<file path="src/rtl/core/sha1md_pkg.sv">
// Shared types and constants of the SHA-1 message digest block.
`timescale 1ns / 1ps
`default_nettype none
package sha1md_pkg;

   // initial chain value
   localparam logic [31:0] IV0 = 32'h67452301;
   localparam logic [31:0] IV1 = 32'hEFCDAB89;
   localparam logic [31:0] IV2 = 32'h98BADCFE;
   localparam logic [31:0] IV3 = 32'h10325476;
   localparam logic [31:0] IV4 = 32'hC3D2E1F0;

   // round constants
   localparam logic [31:0] K0 = 32'h5A827999;
   localparam logic [31:0] K1 = 32'h6ED9EBA1;
   localparam logic [31:0] K2 = 32'h8F1BBCDC;
   localparam logic [31:0] K3 = 32'hCA62C1D6;

   localparam logic [7:0] PAD_MARKER = 8'h80;

   // round counter marks
   localparam logic [6:0] ROUND_SCHED = 7'd16;
   localparam logic [6:0] ROUND_GRP1  = 7'd20;
   localparam logic [6:0] ROUND_GRP2  = 7'd40;
   localparam logic [6:0] ROUND_GRP3  = 7'd60;
   localparam logic [6:0] ROUND_LAST  = 7'd79;

   // block fill marks (bytes already in the block)
   localparam logic [5:0] FILL_LEN  = 6'd56;
   localparam logic [5:0] FILL_LAST = 6'd63;

   localparam logic [2:0] WORD_LAST = 3'd4;

   typedef enum logic [2:0] {
      ST_IDLE,
      ST_ROUND,
      ST_ADD,
      ST_PAD,
      ST_OUT
   } state_type;

   typedef enum logic [1:0] {
      PH_MARK,
      PH_ZERO,
      PH_LEN,
      PH_DONE
   } phase_type;

   // round unit controls
   typedef struct packed {
      logic load;
      logic step;
      logic add;
      logic init;
   } rnd_ctl_type;

   // schedule window controls
   typedef struct packed {
      logic push;
      logic step;
      logic expand;
   } sch_ctl_type;

endpackage
`default_nettype wire

</file>
<file path="src/rtl/core/sha1md_sched.sv">
// Message schedule window: byte loader and 16-word expansion shift line.
`timescale 1ns / 1ps
`default_nettype none
module sha1md_sched (
   input  wire logic                      clock,
   input  wire sha1md_pkg::sch_ctl_type   ctl,
   input  wire logic [7:0]                push_byte,
   output logic [31:0]                    w_out
);
   import sha1md_pkg::*;

   // word k sits at bits [511-32k -: 32]; the newest byte enters at the bottom
   logic [511:0] win_ff, win_in;
   logic [31:0]  w0, w2, w8, w13, w_mix;

   assign w0  = win_ff[511:480];
   assign w2  = win_ff[447:416];
   assign w8  = win_ff[255:224];
   assign w13 = win_ff[95:64];
   assign w_mix = w13 ^ w8 ^ w2 ^ w0;

   // word of the current round
   assign w_out = ctl.expand ? {w_mix[30:0], w_mix[31]} : w0;

   always_comb begin
      win_in = win_ff;
      if (ctl.push) begin
         win_in = {win_ff[503:0], push_byte};
      end else if (ctl.step) begin
         win_in = {win_ff[479:0], w_out};
      end
   end

   always_ff @(posedge clock) begin
      win_ff <= win_in;
   end

endmodule
`default_nettype wire

</file>
<file path="src/rtl/core/sha1md_round.sv">
// Shared SHA-1 round unit with working variables and chain value.
`timescale 1ns / 1ps
`default_nettype none
module sha1md_round (
   input  wire logic                      clock,
   input  wire logic                      reset,
   input  wire sha1md_pkg::rnd_ctl_type   ctl,
   input  wire logic [6:0]                round,
   input  wire logic [31:0]               w_in,
   output logic [4:0][31:0]               chain_out
);
   import sha1md_pkg::*;

   logic [4:0][31:0] chain_ff, chain_in;
   logic [31:0] a_ff, b_ff, c_ff, d_ff, e_ff;
   logic [31:0] a_in, b_in, c_in, d_in, e_in;
   logic [31:0] f_val, k_val, t_val;

   // round function and constant by round group
   always_comb begin
      if (round < ROUND_GRP1) begin
         f_val = (b_ff & c_ff) | (~b_ff & d_ff);
         k_val = K0;
      end else if (round < ROUND_GRP2) begin
         f_val = b_ff ^ c_ff ^ d_ff;
         k_val = K1;
      end else if (round < ROUND_GRP3) begin
         f_val = (b_ff & c_ff) | (b_ff & d_ff) | (c_ff & d_ff);
         k_val = K2;
      end else begin
         f_val = b_ff ^ c_ff ^ d_ff;
         k_val = K3;
      end
   end

   assign t_val = {a_ff[26:0], a_ff[31:27]} + f_val + e_ff + k_val + w_in;

   // next values
   always_comb begin
      chain_in = chain_ff;
      a_in = a_ff;
      b_in = b_ff;
      c_in = c_ff;
      d_in = d_ff;
      e_in = e_ff;
      if (ctl.init) begin
         chain_in = {IV4, IV3, IV2, IV1, IV0};
         a_in = '0;
         b_in = '0;
         c_in = '0;
         d_in = '0;
         e_in = '0;
      end else if (ctl.load) begin
         a_in = chain_ff[0];
         b_in = chain_ff[1];
         c_in = chain_ff[2];
         d_in = chain_ff[3];
         e_in = chain_ff[4];
      end else if (ctl.step) begin
         a_in = t_val;
         b_in = a_ff;
         c_in = {b_ff[1:0], b_ff[31:2]};
         d_in = c_ff;
         e_in = d_ff;
      end else if (ctl.add) begin
         chain_in[0] = chain_ff[0] + a_ff;
         chain_in[1] = chain_ff[1] + b_ff;
         chain_in[2] = chain_ff[2] + c_ff;
         chain_in[3] = chain_ff[3] + d_ff;
         chain_in[4] = chain_ff[4] + e_ff;
      end
   end

   always_ff @(posedge clock) begin
      if (reset) begin
         chain_ff <= {IV4, IV3, IV2, IV1, IV0};
         a_ff <= '0;
         b_ff <= '0;
         c_ff <= '0;
         d_ff <= '0;
         e_ff <= '0;
      end else begin
         chain_ff <= chain_in;
         a_ff <= a_in;
         b_ff <= b_in;
         c_ff <= c_in;
         d_ff <= d_in;
         e_ff <= e_in;
      end
   end

   assign chain_out = chain_ff;

endmodule
`default_nettype wire

</file>
<file path="src/rtl/core/sha1_message_digest.sv">
// Top level of the SHA-1 message digest: sequencer, byte counter and digest output.
//
// Usage: message bytes enter on the req_ channel, one beat per byte, most
// significant byte first. req_tuser[0] says the beat carries a byte in
// req_tdata[7:0]; req_tlast ends the message (with or without a byte).
// After the last beat the block pads the message, runs the final blocks and
// sends the 160-bit digest on the rsp_ channel as five 32-bit beats, word 0
// (most significant) first, index in rsp_tuser, rsp_tlast on the fifth.
// Byte beats are taken only in the idle state: the 64th byte of a block starts
// the 80 rounds on the single round unit and then the chain update, and no
// beat is taken until both are done. Padding after the last beat has up to 72
// bytes, with a second block when the marker leaves more than 56 bytes.
// req_tready is low whenever the block is compressing, padding or sending.
// A stalled receiver holds the digest beat steady; nothing is lost.
// Reset (synchronous, active high) loads the initial chain value and clears
// the byte count; after the fifth digest beat the block returns to that state.
`timescale 1ns / 1ps
`default_nettype none
module sha1_message_digest (
   input  wire logic          clock,
   input  wire logic          reset,
   input  wire logic          req_tvalid,
   output logic               req_tready,
   input  wire logic [7:0]    req_tdata,   // [7:0] data_byte
   input  wire logic [0:0]    req_tuser,   // [0] has_byte
   input  wire logic          req_tlast,   // last
   output logic               rsp_tvalid,
   input  wire logic          rsp_tready,
   output logic [31:0]        rsp_tdata,   // [31:0] digest_word
   output logic [2:0]         rsp_tuser,   // [2:0] word_index
   output logic               rsp_tlast    // last_word
);
   import sha1md_pkg::*;

   state_type   state_ff, state_in;
   phase_type   phase_ff, phase_in;
   logic [5:0]  fill_ff, fill_in;
   logic [31:0] count_ff, count_in;
   logic [6:0]  round_ff, round_in;
   logic        ending_ff, ending_in;
   logic [2:0]  idx_ff, idx_in;

   rnd_ctl_type      rctl;
   sch_ctl_type      sctl;
   logic [7:0]       push_data;
   logic [31:0]      w_cur;
   logic [4:0][31:0] chain;
   logic [63:0]      len_bits;
   logic [63:0]      len_shift;
   logic [7:0]       len_byte;

   // length field byte for the current fill position
   assign len_bits  = {29'd0, count_ff, 3'd0};
   assign len_shift = len_bits >> {~fill_ff[2:0], 3'b000};
   assign len_byte  = len_shift[7:0];

   // sequencer
   always_comb begin
      state_in   = state_ff;
      phase_in   = phase_ff;
      fill_in    = fill_ff;
      count_in   = count_ff;
      round_in   = round_ff;
      ending_in  = ending_ff;
      idx_in     = idx_ff;
      rctl       = '0;
      sctl       = '0;
      push_data  = req_tdata;
      req_tready = 1'b0;
      rsp_tvalid = 1'b0;
      case (state_ff)
         ST_IDLE: begin
            req_tready = 1'b1;
            if (req_tvalid) begin
               if (req_tuser[0]) begin
                  sctl.push = 1'b1;
                  if (count_ff != '1) begin
                     count_in = count_ff + 32'd1;
                  end
               end
               if (req_tlast) begin
                  ending_in = 1'b1;
                  state_in  = ST_PAD;
               end
            end
         end
         ST_ROUND: begin
            rctl.step   = 1'b1;
            sctl.step   = 1'b1;
            sctl.expand = (round_ff >= ROUND_SCHED);
            if (round_ff == ROUND_LAST) begin
               round_in = '0;
               state_in = ST_ADD;
            end else begin
               round_in = round_ff + 7'd1;
            end
         end
         ST_ADD: begin
            rctl.add = 1'b1;
            if (!ending_ff) begin
               state_in = ST_IDLE;
            end else if (phase_ff == PH_DONE) begin
               idx_in   = '0;
               state_in = ST_OUT;
            end else begin
               state_in = ST_PAD;
            end
         end
         ST_PAD: begin
            case (phase_ff)
               PH_MARK: begin
                  sctl.push = 1'b1;
                  push_data = PAD_MARKER;
                  phase_in  = PH_ZERO;
               end
               PH_ZERO: begin
                  if (fill_ff == FILL_LEN) begin
                     phase_in = PH_LEN;
                  end else begin
                     sctl.push = 1'b1;
                     push_data = '0;
                  end
               end
               PH_LEN: begin
                  sctl.push = 1'b1;
                  push_data = len_byte;
                  if (fill_ff == FILL_LAST) begin
                     phase_in = PH_DONE;
                  end
               end
               default: begin
                  phase_in = phase_ff;
               end
            endcase
         end
         ST_OUT: begin
            rsp_tvalid = 1'b1;
            if (rsp_tready) begin
               idx_in = idx_ff + 3'd1;
               if (idx_ff == WORD_LAST) begin
                  rctl.init = 1'b1;
                  idx_in    = '0;
                  count_in  = '0;
                  phase_in  = PH_MARK;
                  ending_in = 1'b0;
                  state_in  = ST_IDLE;
               end
            end
         end
         default: begin
            state_in = ST_IDLE;
         end
      endcase

      // a byte that completes the block starts the rounds
      if (sctl.push) begin
         fill_in = fill_ff + 6'd1;
         if (fill_ff == FILL_LAST) begin
            rctl.load = 1'b1;
            round_in  = '0;
            state_in  = ST_ROUND;
         end
      end
   end

   always_ff @(posedge clock) begin
      if (reset) begin
         state_ff  <= ST_IDLE;
         phase_ff  <= PH_MARK;
         fill_ff   <= '0;
         count_ff  <= '0;
         round_ff  <= '0;
         ending_ff <= 1'b0;
         idx_ff    <= '0;
      end else begin
         state_ff  <= state_in;
         phase_ff  <= phase_in;
         fill_ff   <= fill_in;
         count_ff  <= count_in;
         round_ff  <= round_in;
         ending_ff <= ending_in;
         idx_ff    <= idx_in;
      end
   end

   sha1md_sched u_sched (
      .clock     (clock),
      .ctl       (sctl),
      .push_byte (push_data),
      .w_out     (w_cur)
   );

   sha1md_round u_round (
      .clock     (clock),
      .reset     (reset),
      .ctl       (rctl),
      .round     (round_ff),
      .w_in      (w_cur),
      .chain_out (chain)
   );

   // digest beat straight from the chain value
   assign rsp_tdata = chain[idx_ff];
   assign rsp_tuser = idx_ff;
   assign rsp_tlast = (idx_ff == WORD_LAST);

   // input is never taken while a digest beat is pending
   a_no_overlap: assert property (@(posedge clock) disable iff (reset)
      rsp_tvalid |-> !req_tready)
      else $error("input accepted while digest pending");

   a_round_range: assert property (@(posedge clock) disable iff (reset)
      round_ff <= ROUND_LAST)
      else $error("round counter out of range");

   a_round_end: assert property (@(posedge clock) disable iff (reset)
      (state_ff == ST_ROUND && round_ff == ROUND_LAST) |=> (state_ff == ST_ADD))
      else $error("rounds did not end in chain update");

   a_msg_restart: assert property (@(posedge clock) disable iff (reset)
      (rsp_tvalid && rsp_tready && rsp_tlast) |=>
         (req_tready && fill_ff == '0 && count_ff == '0))
      else $error("block not back to start after digest");

endmodule
`default_nettype wire

</file>
<file path="config.mk">
export PLATFORM = sky130hd
export DESIGN_NAME = sha1_message_digest
export DESIGN_NICKNAME = d
export VERILOG_FILES = /design/src/rtl/core/sha1md_pkg.sv /design/src/rtl/core/sha1md_sched.sv /design/src/rtl/core/sha1md_round.sv /design/src/rtl/core/sha1_message_digest.sv
export SDC_FILE = /design/constraint.sdc
export NUM_CORES = 2
export LEC_CHECK = 0
export BUFFER_PORTS_ARGS = -buffer_cell sky130_fd_sc_hd__buf_2
export CORE_ASPECT_RATIO = 0.7
export CORE_UTILIZATION = 35
export DETAILED_ROUTE_END_ITERATION = 8
export GPL_TIMING_DRIVEN = 0
export PLACE_DENSITY_LB_ADDON = 0.15
export SLEW_MARGIN = 20
export SYNTH_ARGS = -nofsm -noshare
export SYNTH_HDL_FRONTEND = slang
export SYNTH_SLANG_ARGS = --single-unit
</file>
<file path="constraint.sdc">
create_clock -name clock -period 28 [get_ports clock]
set_clock_uncertainty 0.2 [all_clocks]
set_input_delay 4.2 -clock clock [delete_from_list [all_inputs] [get_ports clock]]
set_output_delay 4.2 -clock clock [all_outputs]
set_load 0.03 [all_outputs]
</file>
==> impl_metrics.json <==
{
  "status": "complete, no violations",
  "arrival_ps": 10890,
  "maxCapViolations": 0,
  "cts_hold_buffers": 0,
  "slew_headroom_pct": 13.3,
  "drtAntennaViolNets": 0,
  "io_pins": 52,
  "areaGrowthSynthToFinish_pct": 12.3,
  "drive_above_1_share_pct": 5.18,
  "fin_tns_setup_ps": 0,
  "cp-end-kind": "flip-flop",
  "totalWireLength_mm": 194,
  "grt_max_degree": 54,
  "antenna_found_initial": 10,
  "critPathKind": "reg2reg",
  "cp-start-kind": "flip-flop",
  "grt_pass1_vias": 39100,
  "p_int_mw": 2.54,
  "power_leakage_nw": 23.6,
  "setup_viol": 0,
  "cp.required_ps": 28410,
  "yosys_warnings": 0,
  "seq_area_mm2": 0.0229,
  "cts_setup_buffers": 0,
  "core_area_mm2": 0.143,
  "rows": 116,
  "comb_power_share_pct": 19.4,
  "hold_viol_final": 0,
  "via_count": 43000,
  "fillers": 14500,
  "track_usage_pct": 26.0,
  "grt_pass1_wl_mm": 277,
  "synth_edf_count": 512,
  "cts_resized": 0,
  "synthDistinctLibCells": 78,
  "finalNetCount": 6217,
  "post_drt_wl_per_cell_um": 24.9,
  "port_buffers": 51,
  "syn_inst": 5684,
  "synth-async-reset-ratio_pct": 0,
  "cp_max_fo": 10,
  "mappedNetlistArea_mm2": 0.0507,
  "cts_inserted_buffers": 97,
  "r2r_slack_ps": 17510,
  "syn-num-nets": 6054,
  "crit_path_max_incr_delay_ps": 1080,
  "die_h_um": 321,
  "crit_family": "compound AO/OA/AOI/OAI gates",
  "die_w_um": 457,
  "cts_tree": "done",
  "root_buffer": "clkbuf_16",
  "finalCriticalPeriod_ps": 10490,
  "start_util_pct": 35.4,
  "die-area_mm2": 0.147,
  "synth_seq_cells": 886,
  "grt-ovfl-total": 0,
  "pwr-share-clk_pct": 35.4,
  "seq_area_frac_synth_pct": 45.1,
  "drtPass1Iterations": 7,
  "peakVddDrop_uv": 47.4,
  "dr.first_iter.drc_count": 5460,
  "pwr_density_cell_mw_per_mm2": 65.7,
  "hpwlAfterDp_mm": 154,
  "drc": 0,
  "clk_pin_slew_worst_paths_ps": 60,
  "switching_share_pct": 32.2,
  "cts_buffer_depth": 3,
  "htree_levels": 3,
  "power_frac_seq_pct": 45.2,
  "synth.avg_cell_area_um2": 8.93,
  "worstSkewPairLatency_ps": 750,
  "multiInputGateArea_mm2": 0.0262,
  "max_freq_mhz": 95.4,
  "via_per_inst": 5.50,
  "min-delay-path-class": "reg2reg",
  "ys.flop_type": "edfxtp_1",
  "finalCritPeriodShare_pct": 37.4,
  "power.switching_mw": 1.21,
  "finalMaxSlewViolations": 0,
  "cts_sinks": 886,
  "fin_util_pct": 39.7,
  "place_congestion": 0.970,
  "rsz0062_at_grt": "false",
  "tightest_slew_ps": 1300,
  "critPathSlowestCell": "a41oi_1",
  "cp_num_buf_inv": 6
}
[routing by layer]
| metal | wire [um] | track usage (%) | vias to the layer above |
|---|---|---|---|
| met1 | 98700 | 42.7 | 21100 |
| met3 | 23800 | 8.77 | 201 |
| met4 | 3820 | 5.16 | 2 |
| met2 | 67900 | 31.1 | 1851 |
| li1 | - | - | 19900 |
| met5 | 193 | 0.917 | - |
[power groups by stage]
stage,combinational [mW],clock [mW],sequential [mW]
floorplan,0.486,0,1.70
global placement,0.686,0,1.80
detailed placement,0.707,0,1.71
CTS,0.712,1.34,1.69
global route,0.800,1.39,1.70
finish,0.726,1.33,1.69
[metrics by stage]
stage | area (um^2) | total power, mW | instances | setup WS, ps | hold slack [ps]
finish | 57000 | 3.75 | 7825 | 17510 | 284
global route | 56900 | 3.89 | 7818 | 17360 | 311
CTS | 56900 | 3.74 | 7818 | 17980 | 285
detailed placement | 53700 | 2.42 | 7636 | 18020 | 275
global placement | 53400 | 2.49 | 7623 | 3000 | 268
floorplan | 50700 | 2.18 | 5684 | 10630 | 253
[flip-flops by register name, indices dropped and copies added (netlist names), 32 cells and up]
signal,flops
u_round.e_ff,32
u_round.chain_out,160
u_sched.win_ff,512
u_round.b_ff,32
count_ff,32
u_round.d_ff,32
u_round.c_ff,32
u_round.a_ff,32
[worst paths after layout]
path | from | end | depth (start not counted)
setup / recovery | round_ff[4] | u_round.a_ff[31] | 25
hold reg to reg | u_round.e_ff[17] | u_round.e_ff[17] | 2
hold / removal | u_round.e_ff[17] | u_round.e_ff[17] | 2
setup reg to reg | round_ff[4] | u_round.a_ff[31] | 25
[area by class of cell]
cell class / instances / area share (%)
antenna: 7 / 0.0308
tap: 1888 / 4.15
multi-input combinational: 4351 / 46.1
inverter: 156 / 1.03
clock buffer: 131 / 4.75
sequential: 886 / 40.1
buffer: 291 / 1.97
clock inverter: 51 / 0.852
timing repair buffer: 64 / 1.03
[worst register-to-register path, cell delays in order, from the launching register on]
cell	delay (ps)
dfxtp_1	300
clkbuf_1	200
a41oi_1	1080
inv_1	700
nor2_1	470
clkinv_1	490
nand2_1	730
clkbuf_1	860
nor2_1	80
nor2_1	440
fa_1	520
fa_1	520
inv_1	60
fa_1	470
inv_1	40
ha_1	330
a21oi_1	240
nand3_1	180
a31o_2	300
a2111oi_2	580
o31ai_1	290
a211oi_1	500
o21ai_0	270
a31oi_1	250
xor2_1	170
o22ai_1	80
[cell families after synthesis]
family	share of synthesized area (%)
xor gates and xnor gates	4.85
adders and majority gates	10.6
and+or+nand+nor	20.2
muxes	1.87
buffers and inverters	3.31
AOI/OAI and AO/OA	14.1
DFF	45.1
[cell usage after synthesis (all sizes together), types with 21 or more instances]
cell       n  share of area, %
nand2   1970                15
edfxtp   512                30
a21oi    421               4.2
dfxtp    374                15
clkbuf   272               2.0
nor2     259               1.9
ha       232               5.7
xnor2    197               3.4
o21ai    182               1.8
inv      155               1.1
a22oi    154               2.3
fa       124               4.9
a21o      91               1.3
xor2      84               1.4
nor2b     67              0.83
o211ai    56              0.83
nand3     53              0.52
nor3      39              0.38
mux4      37               1.6
a211oi    31              0.47
nand2b    31              0.38
nand4     27              0.33
o21a      23              0.34
o21bai    21              0.31
o32ai     21              0.36
[cell usage in the layout, fill, tap and decap left out, types with 14 or more instances in the layout]
cell,count
nand2_1,1969
edfxtp_1,512
a21oi_1,417
dfxtp_1,374
clkbuf_1,268
nor2_1,257
ha_1,232
xnor2_1,197
o21ai_0,171
inv_1,155
a22oi_1,154
fa_1,124
clkbuf_16,97
a21o_1,91
xor2_1,84
nor2b_1,67
o211ai_1,56
buf_2,54
nand3_1,53
nor3_1,39
mux4_2,37
nand2b_1,31
a211oi_1,30
nand4_1,27
clkbuf_2,23
o21a_1,23
o32ai_1,21
o21bai_1,21
clkinv_2,21
and3_1,19
or3_1,19
a221oi_1,18
clkinv_1,17
buf_1,16
clkbuf_8,15
a31oi_1,14
(Power assumes the default switching activity.)
